## config.mk

```make
export PLATFORM = sky130hd
export DESIGN_NAME = two_level_feedback_scheduler
export DESIGN_NICKNAME = d
export VERILOG_FILES = /design/src/rtl/tlfs_pkg.sv /design/src/rtl/tlfs_ctrl.sv /design/src/rtl/tlfs_datapath.sv /design/src/rtl/two_level_feedback_scheduler.sv
export SDC_FILE = /design/constraint.sdc
export NUM_CORES = 2
export LEC_CHECK = 0
export BUFFER_PORTS_ARGS = -buffer_cell sky130_fd_sc_hd__buf_2
export CORE_MARGIN = 3
export CORE_UTILIZATION = 60
export CTS_CLUSTER_SIZE = 24
export DETAILED_ROUTE_END_ITERATION = 16
export GPL_TIMING_DRIVEN = 0
export PLACE_DENSITY = 0.8
export RECOVER_POWER = 100
export SYNTH_ARGS = -nofsm -noshare
export SYNTH_HDL_FRONTEND = slang
export SYNTH_SLANG_ARGS = --single-unit
export TNS_END_PERCENT = 10
```

## constraint.sdc

```tcl
create_clock -name clk -period 10.95 [get_ports clk]
set_input_delay 1.6425 -clock clk [delete_from_list [all_inputs] [get_ports clk]]
set_output_delay 1.6425 -clock clk [all_outputs]
set_load 0.05 [all_outputs]
```

## src/rtl/tlfs_pkg.sv

```systemverilog
// package: sizes, constants, payload and control types of the scheduler
package tlfs_pkg;

  localparam int MAX_PROCS = 16;
  localparam int SLOT_W = (MAX_PROCS > 1) ? $clog2(MAX_PROCS) : 1;

  localparam logic [15:0] L1_SLICE = 16'd2;
  localparam logic [7:0] DEMOTED_PRIORITY = 8'd1;
  localparam logic [15:0] QMAX = 16'hFFFF;
  localparam logic [15:0] QUANTUM_RESET = 16'd2;

  localparam logic REQ_LOAD = 1'b0;
  localparam logic REQ_STEP = 1'b1;

  localparam logic LEVEL_ONE = 1'b0;
  localparam logic LEVEL_TWO = 1'b1;

  typedef struct packed {
    logic        req_type;
    logic [15:0] proc_id;
    logic [7:0]  proc_priority;
    logic [15:0] burst_length;
  } in_item_t;

  typedef struct packed {
    logic        accepted;
    logic [15:0] ran_id;
    logic        from_level;
    logic [31:0] start_time;
    logic [15:0] run_length;
    logic        finished;
    logic        idle;
  } out_item_t;

  typedef struct packed {
    logic start;
    logic scan;
    logic exec;
    logic load_out;
  } tlfs_cmd_t;

  typedef struct packed {
    logic scan_last;
  } tlfs_status_t;

endpackage

```

## src/rtl/tlfs_ctrl.sv

```systemverilog
// controller: request sequencing and output handshake
module tlfs_ctrl import tlfs_pkg::*; (
  input  logic         clk,
  input  logic         rst,
  input  logic         in_valid,
  output logic         in_stall,
  output logic         out_valid,
  input  logic         out_stall,
  input  tlfs_status_t status,
  output tlfs_cmd_t    cmd
);

  localparam logic [2:0] ST_IDLE  = 3'd0;
  localparam logic [2:0] ST_SCAN  = 3'd1;
  localparam logic [2:0] ST_DRAIN = 3'd2;
  localparam logic [2:0] ST_EXEC  = 3'd3;
  localparam logic [2:0] ST_OUT   = 3'd4;

  logic [2:0] state;
  logic [2:0] state_next;
  logic       out_valid_next;
  logic       out_free;

  assign in_stall = (state != ST_IDLE);
  assign out_free = !out_valid || !out_stall;

  always_comb begin
    state_next = state;
    cmd = '0;
    unique case (state)
      ST_IDLE: begin
        if (in_valid) begin
          cmd.start = 1'b1;
          state_next = ST_SCAN;
        end
      end
      ST_SCAN: begin
        cmd.scan = 1'b1;
        if (status.scan_last) begin
          state_next = ST_DRAIN;
        end
      end
      ST_DRAIN: begin
        state_next = ST_EXEC;
      end
      ST_EXEC: begin
        cmd.exec = 1'b1;
        state_next = ST_OUT;
      end
      ST_OUT: begin
        if (out_free) begin
          cmd.load_out = 1'b1;
          state_next = ST_IDLE;
        end
      end
      default: begin
        state_next = ST_IDLE;
      end
    endcase
  end

  always_comb begin
    priority if (cmd.load_out) begin
      out_valid_next = 1'b1;
    end else if (out_valid && !out_stall) begin
      out_valid_next = 1'b0;
    end else begin
      out_valid_next = out_valid;
    end
  end

  always_ff @(posedge clk) begin
    if (rst) begin
      state <= ST_IDLE;
      out_valid <= 1'b0;
    end else begin
      state <= state_next;
      out_valid <= out_valid_next;
    end
  end

endmodule

```

## src/rtl/tlfs_datapath.sv

```systemverilog
// datapath: slot memory, scan trackers, slice arithmetic, time and result registers
module tlfs_datapath import tlfs_pkg::*; (
  input  logic         clk,
  input  logic         rst,
  input  tlfs_cmd_t    cmd,
  output tlfs_status_t status,
  input  in_item_t     in_data,
  input  logic         cfg_we,
  input  logic [15:0]  cfg_data,
  output out_item_t    out_data
);

  typedef struct packed {
    logic [15:0] id;
    logic [7:0]  priority_num;
    logic [15:0] remaining;
    logic [15:0] quantum;
  } slot_entry_t;

  slot_entry_t slot_mem [MAX_PROCS];
  logic        slot_valid [MAX_PROCS];
  logic        slot_level [MAX_PROCS];

  logic [15:0]       initial_quantum;
  logic [31:0]       time_now;
  in_item_t          req;
  logic [SLOT_W-1:0] cnt;

  slot_entry_t       rd_entry;
  logic              rd_live;
  logic              rd_valid;
  logic              rd_level;
  logic [SLOT_W-1:0] rd_idx;

  logic              free_found;
  logic [SLOT_W-1:0] free_idx;

  logic              b1_found;
  logic [SLOT_W-1:0] b1_idx;
  logic [15:0]       b1_id;
  logic [7:0]        b1_prio;
  logic [15:0]       b1_rem;

  logic              b2_found;
  logic [SLOT_W-1:0] b2_idx;
  logic [15:0]       b2_id;
  logic [15:0]       b2_rem;
  logic [15:0]       b2_quant;

  logic              wr_en;
  logic [SLOT_W-1:0] wr_idx;
  slot_entry_t       wr_entry;
  logic              valid_set;
  logic              valid_clr;
  logic              level_val;
  logic [15:0]       run;
  logic [15:0]       new_rem;
  logic [31:0]       time_next;
  out_item_t         res;
  out_item_t         res_q;

  assign status.scan_last = (cnt == SLOT_W'(MAX_PROCS - 1));

  always_ff @(posedge clk) begin
    if (rst) begin
      initial_quantum <= QUANTUM_RESET;
    end else if (cfg_we) begin
      initial_quantum <= cfg_data;
    end
  end

  // slot memory: one write port, one registered read port
  always_ff @(posedge clk) begin
    if (cmd.exec && wr_en) begin
      slot_mem[wr_idx] <= wr_entry;
    end
    if (cmd.scan) begin
      rd_entry <= slot_mem[cnt];
    end
  end

  always_ff @(posedge clk) begin
    if (rst) begin
      for (int k = 0; k < MAX_PROCS; k++) begin
        slot_valid[k] <= 1'b0;
      end
    end else if (cmd.exec) begin
      if (valid_set) begin
        slot_valid[wr_idx] <= 1'b1;
      end else if (valid_clr) begin
        slot_valid[wr_idx] <= 1'b0;
      end
    end
  end

  always_ff @(posedge clk) begin
    if (cmd.exec && wr_en) begin
      slot_level[wr_idx] <= level_val;
    end
  end

  always_ff @(posedge clk) begin
    if (rst) begin
      rd_live <= 1'b0;
    end else begin
      rd_live <= cmd.scan;
    end
  end

  always_ff @(posedge clk) begin
    if (cmd.scan) begin
      rd_valid <= slot_valid[cnt];
      rd_level <= slot_level[cnt];
      rd_idx <= cnt;
    end
  end

  always_ff @(posedge clk) begin
    if (cmd.start) begin
      req <= in_data;
    end
  end

  always_ff @(posedge clk) begin
    if (rst) begin
      cnt <= '0;
    end else if (cmd.start) begin
      cnt <= '0;
    end else if (cmd.scan) begin
      cnt <= cnt + SLOT_W'(1);
    end
  end

  // first free slot and running best of each level, strict compares keep the lowest slot on ties
  always_ff @(posedge clk) begin
    if (rst || cmd.start) begin
      free_found <= 1'b0;
      b1_found <= 1'b0;
      b2_found <= 1'b0;
    end else if (rd_live) begin
      priority if (!rd_valid) begin
        if (!free_found) begin
          free_found <= 1'b1;
          free_idx <= rd_idx;
        end
      end else if (rd_level == LEVEL_ONE) begin
        if (!b1_found || (rd_entry.priority_num < b1_prio)) begin
          b1_found <= 1'b1;
          b1_idx <= rd_idx;
          b1_id <= rd_entry.id;
          b1_prio <= rd_entry.priority_num;
          b1_rem <= rd_entry.remaining;
        end
      end else begin
        if (!b2_found || (rd_entry.remaining > b2_rem)) begin
          b2_found <= 1'b1;
          b2_idx <= rd_idx;
          b2_id <= rd_entry.id;
          b2_rem <= rd_entry.remaining;
          b2_quant <= rd_entry.quantum;
        end
      end
    end
  end

  always_comb begin
    wr_en = 1'b0;
    wr_idx = '0;
    wr_entry = '0;
    valid_set = 1'b0;
    valid_clr = 1'b0;
    level_val = LEVEL_ONE;
    run = '0;
    new_rem = '0;
    time_next = time_now;
    res = '0;
    priority if (req.req_type == REQ_LOAD) begin
      if (free_found) begin
        wr_en = 1'b1;
        wr_idx = free_idx;
        wr_entry.id = req.proc_id;
        wr_entry.priority_num = req.proc_priority;
        wr_entry.remaining = req.burst_length;
        wr_entry.quantum = initial_quantum;
        valid_set = 1'b1;
        level_val = LEVEL_ONE;
        res.accepted = 1'b1;
      end
    end else if (b1_found) begin
      run = (b1_rem < L1_SLICE) ? b1_rem : L1_SLICE;
      new_rem = b1_rem - run;
      time_next = time_now + {16'd0, run};
      wr_idx = b1_idx;
      res.ran_id = b1_id;
      res.from_level = LEVEL_ONE;
      res.start_time = time_now;
      res.run_length = run;
      if (new_rem != 16'd0) begin
        wr_en = 1'b1;
        wr_entry.id = b1_id;
        wr_entry.priority_num = DEMOTED_PRIORITY;
        wr_entry.remaining = new_rem;
        wr_entry.quantum = initial_quantum;
        level_val = LEVEL_TWO;
      end else begin
        valid_clr = 1'b1;
        res.finished = 1'b1;
      end
    end else if (b2_found) begin
      run = (b2_rem < b2_quant) ? b2_rem : b2_quant;
      new_rem = b2_rem - run;
      time_next = time_now + {16'd0, run};
      wr_idx = b2_idx;
      res.ran_id = b2_id;
      res.from_level = LEVEL_TWO;
      res.start_time = time_now;
      res.run_length = run;
      if (new_rem != 16'd0) begin
        wr_en = 1'b1;
        wr_entry.id = b2_id;
        wr_entry.priority_num = DEMOTED_PRIORITY;
        wr_entry.remaining = new_rem;
        wr_entry.quantum = b2_quant[15] ? QMAX : {b2_quant[14:0], 1'b0};
        level_val = LEVEL_ONE;
      end else begin
        valid_clr = 1'b1;
        res.finished = 1'b1;
      end
    end else begin
      res.idle = 1'b1;
    end
  end

  always_ff @(posedge clk) begin
    if (rst) begin
      time_now <= '0;
    end else if (cmd.exec) begin
      time_now <= time_next;
    end
  end

  always_ff @(posedge clk) begin
    if (cmd.exec) begin
      res_q <= res;
    end
    if (cmd.load_out) begin
      out_data <= res_q;
    end
  end

endmodule

```

## src/rtl/two_level_feedback_scheduler.sv

```systemverilog
// top level of the two-level feedback scheduler
//
//   channel | signals                       | direction
//   --------+-------------------------------+----------
//   in      | in_valid, in_stall, in_data   | request in
//   out     | out_valid, out_stall, out_data| result out
//   cfg     | cfg_valid, cfg_ready, cfg_data| quantum write in
//
// every request scans all MAX_PROCS slots through the single read port of the
// slot memory, one slot per cycle, then passes the drain, exec and out states
// synchronous reset clears the valid bits at once, no clearing pass
// a stalled result waits in the output register; the next request is taken then
module two_level_feedback_scheduler import tlfs_pkg::*; (
  input  logic        clk,
  input  logic        rst,
  input  logic        in_valid,
  output logic        in_stall,
  input  in_item_t    in_data,
  output logic        out_valid,
  input  logic        out_stall,
  output out_item_t   out_data,
  input  logic        cfg_valid,
  output logic        cfg_ready,
  input  logic [15:0] cfg_data
);

  tlfs_cmd_t    cmd;
  tlfs_status_t status;

  assign cfg_ready = 1'b1;

  tlfs_ctrl u_ctrl (
    .clk       (clk),
    .rst       (rst),
    .in_valid  (in_valid),
    .in_stall  (in_stall),
    .out_valid (out_valid),
    .out_stall (out_stall),
    .status    (status),
    .cmd       (cmd)
  );

  tlfs_datapath u_datapath (
    .clk      (clk),
    .rst      (rst),
    .cmd      (cmd),
    .status   (status),
    .in_data  (in_data),
    .cfg_we   (cfg_valid && cfg_ready),
    .cfg_data (cfg_data),
    .out_data (out_data)
  );

endmodule

```

# --- After elaboration in Yosys (flattened, before gate mapping) ---
# Memory sizes are Yosys's and may differ from the RTL's. A register that Yosys moved wholly into a read port is not among the register bits.
# Index checks and enable logic that the tools add are counted.
op_classes:
  add_sub_neg: 5
  order_cmp: 4
  n_mux: 61
  n_eq_ne: 8
  reduce_logical: 27
  bitwise: 6
ops:
  columns: ["operator", "n"]
  rows:
  - ["56-bit 2-to-1 mux", 6]
  - ["66-bit 2-to-1 mux", 2]
  - ["32-bit by 16-bit adder with 32-bit output", 2]
  - ["32-bit 2-to-1 mux", 2]
  - ["16-bit 2-to-1 mux", 3]
  - ["1-bit 2-to-1 mux", 39]
  - ["16-bit nonzero test", 2]
  - ["16-bit subtractor", 2]
  - ["4-bit 2-to-1 mux", 5]
  - ["16-bit > comparator", 1]
  - ["16-bit less-than comparator", 1]
  - ["16-bit by 2-bit less-than comparator with 1-bit output, second input constant", 1]
  - ["3-bit case mux with 5 select lines", 1]
  - ["4-bit AND reduction", 3]
  - ["5-bit AND reduction", 2]
  - ["3-bit 2-to-1 mux", 3]
  - ["8-bit less-than comparator", 1]
  - ["3-bit by 2-bit == test with 1-bit output, second input constant", 2]
  - ["3-bit AND reduction", 2]
  - ["1-bit inverter", 5]
  - ["4-bit by 1-bit adder with 4-bit output, second input constant", 1]
  - ["4-bit == test, second input constant", 1]
  - ["1-bit logical NOT", 4]
  - ["1-bit logical OR", 4]
  - ["other kinds (12)", 16]
totals:
  ram_bits: 928
  word_cells: 151
  out_inout_bits: 71
  register_bits: 341
  mem_count: 3
mem_list:
  columns: ["memory", "depth", "word_bits", "read_ports", "rd_ports_with_merged_regs", "wr", "line_no", "source"]
  rows:
  - ["u_datapath.slot_mem", 16, 56, 1, 1, 1, "tlfs_datapath.sv:20", "slot_entry_t slot_mem [MAX_PROCS];"]
  - ["u_datapath.slot_level", 16, 1, 1, 1, 1, "tlfs_datapath.sv:22", "logic slot_level [MAX_PROCS];"]
  - ["u_datapath.slot_valid", 16, 1, 1, 1, 16, "tlfs_datapath.sv:21", "logic slot_valid [MAX_PROCS];"]

# --- Logic depth before layout (Yosys ltp) ---
depth:
  ltp_word: 16
  mapped_depth: 22
  depth_no_buf: 21

# --- By module ---
# A second synthesis with hierarchy kept.
unflattened:
  cells_unflattened: 2713
  hier_area_um2: 52305.2
modules_own_cells:
  columns: ["module", "n_inst", "area_per_inst_um2", "cells_per_inst"]
  rows:
  - ["tlfs_datapath", 1, 52071.2, 2688]
  - ["tlfs_ctrl", 1, 222.7, 23]
  - ["two_level_feedback_scheduler", 1, 11.3, 2]

# --- Least setup slack after synthesis ---
# OpenSTA, ideal clock, no wires.
synth_path:
  kind: "register to register"
  start: "register u_datapath.b2_rem[11]"
  end: "memory u_datapath.slot_level[0], enable pin"
  stages_incl_launch_ff: 19
  path_buffers: 2
  synth_period_minus_slack_ns: 8.953
  t_arrival_ns: 8.398
  required_time_ns: 10.395
  setup_ns: 0.555
  slack_ns: 1.997
  cell_sequence: "edfxtp_1 ha_1 and4_1 nand3_1 o32a_1 a31oi_1 clkbuf_1 clkbuf_1 a21oi_1 ha_1 and3_1 a221oi_2 o21ai_1 o31a_1 xnor2_1 nor4_1 nand3_1 a21oi_4 nor3b_1"
synth_between:
  elab_chain_cells: 11
synth_lines:
  columns: ["item", "line_no", "source"]
  rows:
  - ["start, declared", "tlfs_datapath.sv:47", "logic [15:0] b2_rem;"]
  - ["start signal, assigned", "tlfs_datapath.sv:159", "b2_rem <= rd_entry.remaining;"]
  - ["16-bit less-than comparator", "tlfs_datapath.sv:210", "run = (b2_rem < b2_quant) ? b2_rem : b2_quant;"]
  - ["16-bit 2-to-1 mux", "tlfs_datapath.sv:210", null]
  - ["16-bit subtractor (*)", "tlfs_datapath.sv:211", "new_rem = b2_rem - run;"]
  - ["16-bit nonzero test (*)", "tlfs_datapath.sv:218", "if (new_rem != 16'd0) begin"]
  - ["1-bit 2-to-1 mux (*)", "tlfs_datapath.sv:218", null]
  - ["1-bit 2-to-1 mux (*)", "tlfs_datapath.sv:209", "end else if (b2_found) begin"]
  - ["1-bit 2-to-1 mux (*)", "tlfs_datapath.sv:189", "end else if (b1_found) begin"]
  - ["1-bit 2-to-1 mux (*)", "tlfs_datapath.sv:177", "priority if (req.req_type == REQ_LOAD) begin"]
  - ["1-bit logical AND (*)", "tlfs_datapath.sv:97", "if (cmd.exec && wr_en) begin"]
  - ["1-bit 2-to-1 mux (*)", "tlfs_datapath.sv:97", null]
  - ["1-bit 2-to-1 mux (not written as such) (*)", "tlfs_datapath.sv:98", "slot_level[wr_idx] <= level_val;"]
  - ["end, declared", "tlfs_datapath.sv:22", null]
# Mark *: on every way between the ends. The rest lies on a longest branch, timed or not.

# --- Final worst setup path ---
layout_path:
  start: "register u_datapath.b2_quant[9]"
  end: "memory u_datapath.slot_mem[6][17] (netlist name), enable pin"
layout_between:
  elab_chain_cells: 11
layout_lines:
  columns: ["item", "line_no", "source"]
  rows:
  - ["start, declared", "tlfs_datapath.sv:48", "logic [15:0] b2_quant;"]
  - ["start signal, assigned", "tlfs_datapath.sv:160", "b2_quant <= rd_entry.quantum;"]
  - ["16-bit less-than comparator", "tlfs_datapath.sv:210", null]
  - ["16-bit 2-to-1 mux (*)", "tlfs_datapath.sv:210", null]
  - ["16-bit subtractor (*)", "tlfs_datapath.sv:211", null]
  - ["16-bit nonzero test (*)", "tlfs_datapath.sv:218", null]
  - ["1-bit 2-to-1 mux (*)", "tlfs_datapath.sv:218", null]
  - ["1-bit 2-to-1 mux (*)", "tlfs_datapath.sv:209", null]
  - ["1-bit 2-to-1 mux (*)", "tlfs_datapath.sv:189", null]
  - ["1-bit 2-to-1 mux (*)", "tlfs_datapath.sv:177", null]
  - ["1-bit logical AND (*)", "tlfs_datapath.sv:74", "if (cmd.exec && wr_en) begin"]
  - ["1-bit 2-to-1 mux (*)", "tlfs_datapath.sv:74", null]
  - ["1-bit 2-to-1 mux (not written as such) (*)", "tlfs_datapath.sv:75", "slot_mem[wr_idx] <= wr_entry;"]
  - ["end, declared", "tlfs_datapath.sv:20", null]
# Marked as above.

==> flow_summary.ini <==
[status]
status = finished, violations left
violations = max-capacitance violations, max-slew violations

[sta]
fin_crit_ps = 9200
clock.fmax_mhz = 109
final_hold_viol_count = 0
period_share_pct = 84.0
drv_slew = 584
slew_headroom_pct = -121
fin_skew_ps = 42.4
fin_ws_ps = 1750
setup_viol = 0
worst_pin_slew_ps = 3300
rsz0062_at_grt = false

[drt]
dr.pass1.iters = 7
via_count = 29217
avgViaCountPerCell = 6.72
wl_met3_um = 15400
met2WireLength_um = 67500
drcViolationCount = 0
routed_wl_um = 138000
ant_nets = 0
drt_iter0_markers = 3944
routed.top_layer = met4
wl_per_cell_um = 31.6
drt-met1-wl_um = 47600

[worst_setup_path]
cp-endpoint = u_datapath.slot_mem[6][17]
critPathKind = reg2reg
r2r_slack_ps = 1750
endpoint_kind = flip-flop
startpoint_type = flip-flop
crit_start = u_datapath.b2_quant[9]
worstPathRequired_ps = 11310
r2r_end = u_datapath.slot_mem[6][17]
crit_arrival_ps = 9560
cp_max_fo = 10
r2r-start = u_datapath.b2_quant[9]
worstRegToRegCells = 23

[global_route]
grt_pass1_vias = 29782
grt_max_degree = 71
track_usage_pct = 31.0
antenna_found_initial = 3
grt_overflow = 0
grt_first_pass_wirelength_um = 200000

[clocking]
insertion_delay_ps = 750
path_clk_slew_ps = 60
cts_setup_buffers = 0
cts_resized = 0
clock-sinks = 1327
cts_tree = done
cts_made_buffers = 132
cts_buffer_depth = 3
hold_buffers = 0
h-tree-depth = 4
cts_root_buf = clkbuf_16

[yosys]
synth_edf_count = 1267
yosys-top-cells-area = edfxtp_1, mux4_2, dfxtp_1
synth_warnings = 0
synth_top_area_share_pct = 72.8
ys_seq_elements = 1327
syn-cell-area_um2 = 52300
avgSynthCellArea_um2 = 19.2
synthArstFlopShare_pct = 0
ys_seq_area_share_pct = 75.1
synth_common_cells = edfxtp_1, mux4_2, nor2_1
synth_cell_types = 74
synth_flop_cell = edfxtp_1
synth_top_area_cell = edfxtp_1
yosysMostFrequentCell = edfxtp_1
syn_inst = 2719

[placement]
dp_hpwl_um = 87700
placed_cell_area_um2 = 56000
gp_congestion = 0.937
portBuffers = 130
numPlacedInstances = 4108
pre_cts_slack_ps = 3190

[floorplan]
fp.dieW_um = 301
dieHeight_um = 301
ios = 133
core_area_um2 = 85800
initial_core_util_pct = 60.9
rows = 107
dieArea_um2 = 90700

[power]
p_per_area_nw_per_um2 = 188
leakage_nw = 19.1
power.total_mw = 11.1
vdd_drop_max_mv = 0.157

[min_path]
min_path_cells = 0
hold_path_class = reg2reg

[finish]
drive_gt1_share_pct = 17.4
area_growth_pct = 12.7
fin_cells = 4349
finalInstanceArea_um2 = 58900
finalNetCount = 3239

[run]
drv_cap = 31
[power breakdown]
group          internal, mW  total [mW]  switching, mW
clock                  2.48        4.37           1.90
sequential             5.72        5.80         0.0824
combinational         0.339       0.915          0.576
[per-stage QoR]
| step | utilization (%) | hold slack, ps | setup TNS, ps |
|---|---|---|---|
| 4_1_cts | 70.1 | 416 | 0 |
| 6_report | 68.7 | 411 | 0 |
| 3_5_place_dp | 65.3 | 405 | 0 |
| 2_1_floorplan | - | 400 | 0 |
| 3_3_place_gp | 63.4 | 401 | -3197490 |
| 5_1_grt | 68.7 | 419 | 0 |
[area by class of cell]
type,instances,area (um^2)
timing repair buffer,249,1130
buffer,125,492
fill,5178,26900
clock buffer,174,3580
sequential,1327,39200
multi-input combinational,1198,12300
inverter,70,265
clock inverter,61,554
tap,1144,1430
antenna,1,2.50
[worst max-delay path: stages, from the launching register on]
cell and delay, ps:
edfxtp_1 520, inv_1 80, ha_1 310, and4_1 200, nand3_1 70, o32a_1 300
a31oi_1 500, clkbuf_1 440, clkbuf_1 440, a21oi_1 320, ha_1 430, and3_1 220
a221oi_1 460, o21ai_0 270, o31a_1 300, xnor2_1 190, nor4_1 90, nand3_1 220
a21oi_1 250, clkbuf_1 340, nor3_1 1260, clkbuf_1 580, clkbuf_1 530, clkbuf_1 490
[worst min path at each step]
stage                            from                       to  slack, ps
2_1_floorplan  u_datapath.rd_entry[0]   u_datapath.b2_quant[0]        400
3_3_place_gp     u_datapath.res_q[43]  u_datapath.out_data[43]        400
3_5_place_dp     u_datapath.res_q[40]  u_datapath.out_data[40]        400
4_1_cts          u_datapath.res_q[33]  u_datapath.out_data[33]        420
5_1_grt          u_datapath.res_q[64]  u_datapath.out_data[64]        420
6_report         u_datapath.res_q[33]  u_datapath.out_data[33]        410
[cells by family after synthesis]
| logic type | synth area share, % |
|---|---|
| DFF | 75.1 |
| adders and majority gates | 1.80 |
| xor gates and xnor gates | 0.754 |
| and+or+nand+nor | 4.51 |
| muxes | 12.9 |
| buffers and inverters | 1.46 |
| AOI/OAI and AO/OA | 3.52 |
| other | 0.00717 |
[flip-flops by register name, summed over array words and instances, names as in the netlist, 16 cells and up]
name	flops
u_datapath.req	41
u_datapath.b1_rem	16
u_datapath.slot_valid	16
u_datapath.b2_rem	16
u_datapath.b2_id	16
u_datapath.slot_mem	896
u_datapath.res_q	68
u_datapath.b2_quant	16
u_datapath.b1_id	16
u_datapath.out_data	68
u_datapath.slot_level	16
u_datapath.time_now	32
u_datapath.rd_entry	56
u_datapath.initial_quantum	16
[routing by layer]
layer	global-route usage (%)	up-vias
met5	0	-
met4	15.1	0
met3	7.67	439
met2	49.9	2234
met1	40.1	14799
li1	-	11745
[cells in the final DEF (no fill, tap or decap), types with 10 or more instances in the layout]
master	instances
a211oi_1	13
a21o_1	16
a21oi_1	69
a22oi_1	25
a31o_2	13
a32oi_1	17
and2_0	39
buf_1	10
buf_2	50
clkbuf_1	335
clkbuf_16	136
clkinv_1	19
clkinv_2	19
dfxtp_1	60
edfxtp_1	1267
ha_1	72
inv_1	68
mux2i_1	21
mux4_2	290
nand2_1	134
nand3_1	38
nor2_1	156
nor2b_1	24
nor3_1	29
o21ai_0	46
xnor2_1	33
xor2_1	12
Power figures use the tool's default switching activity.
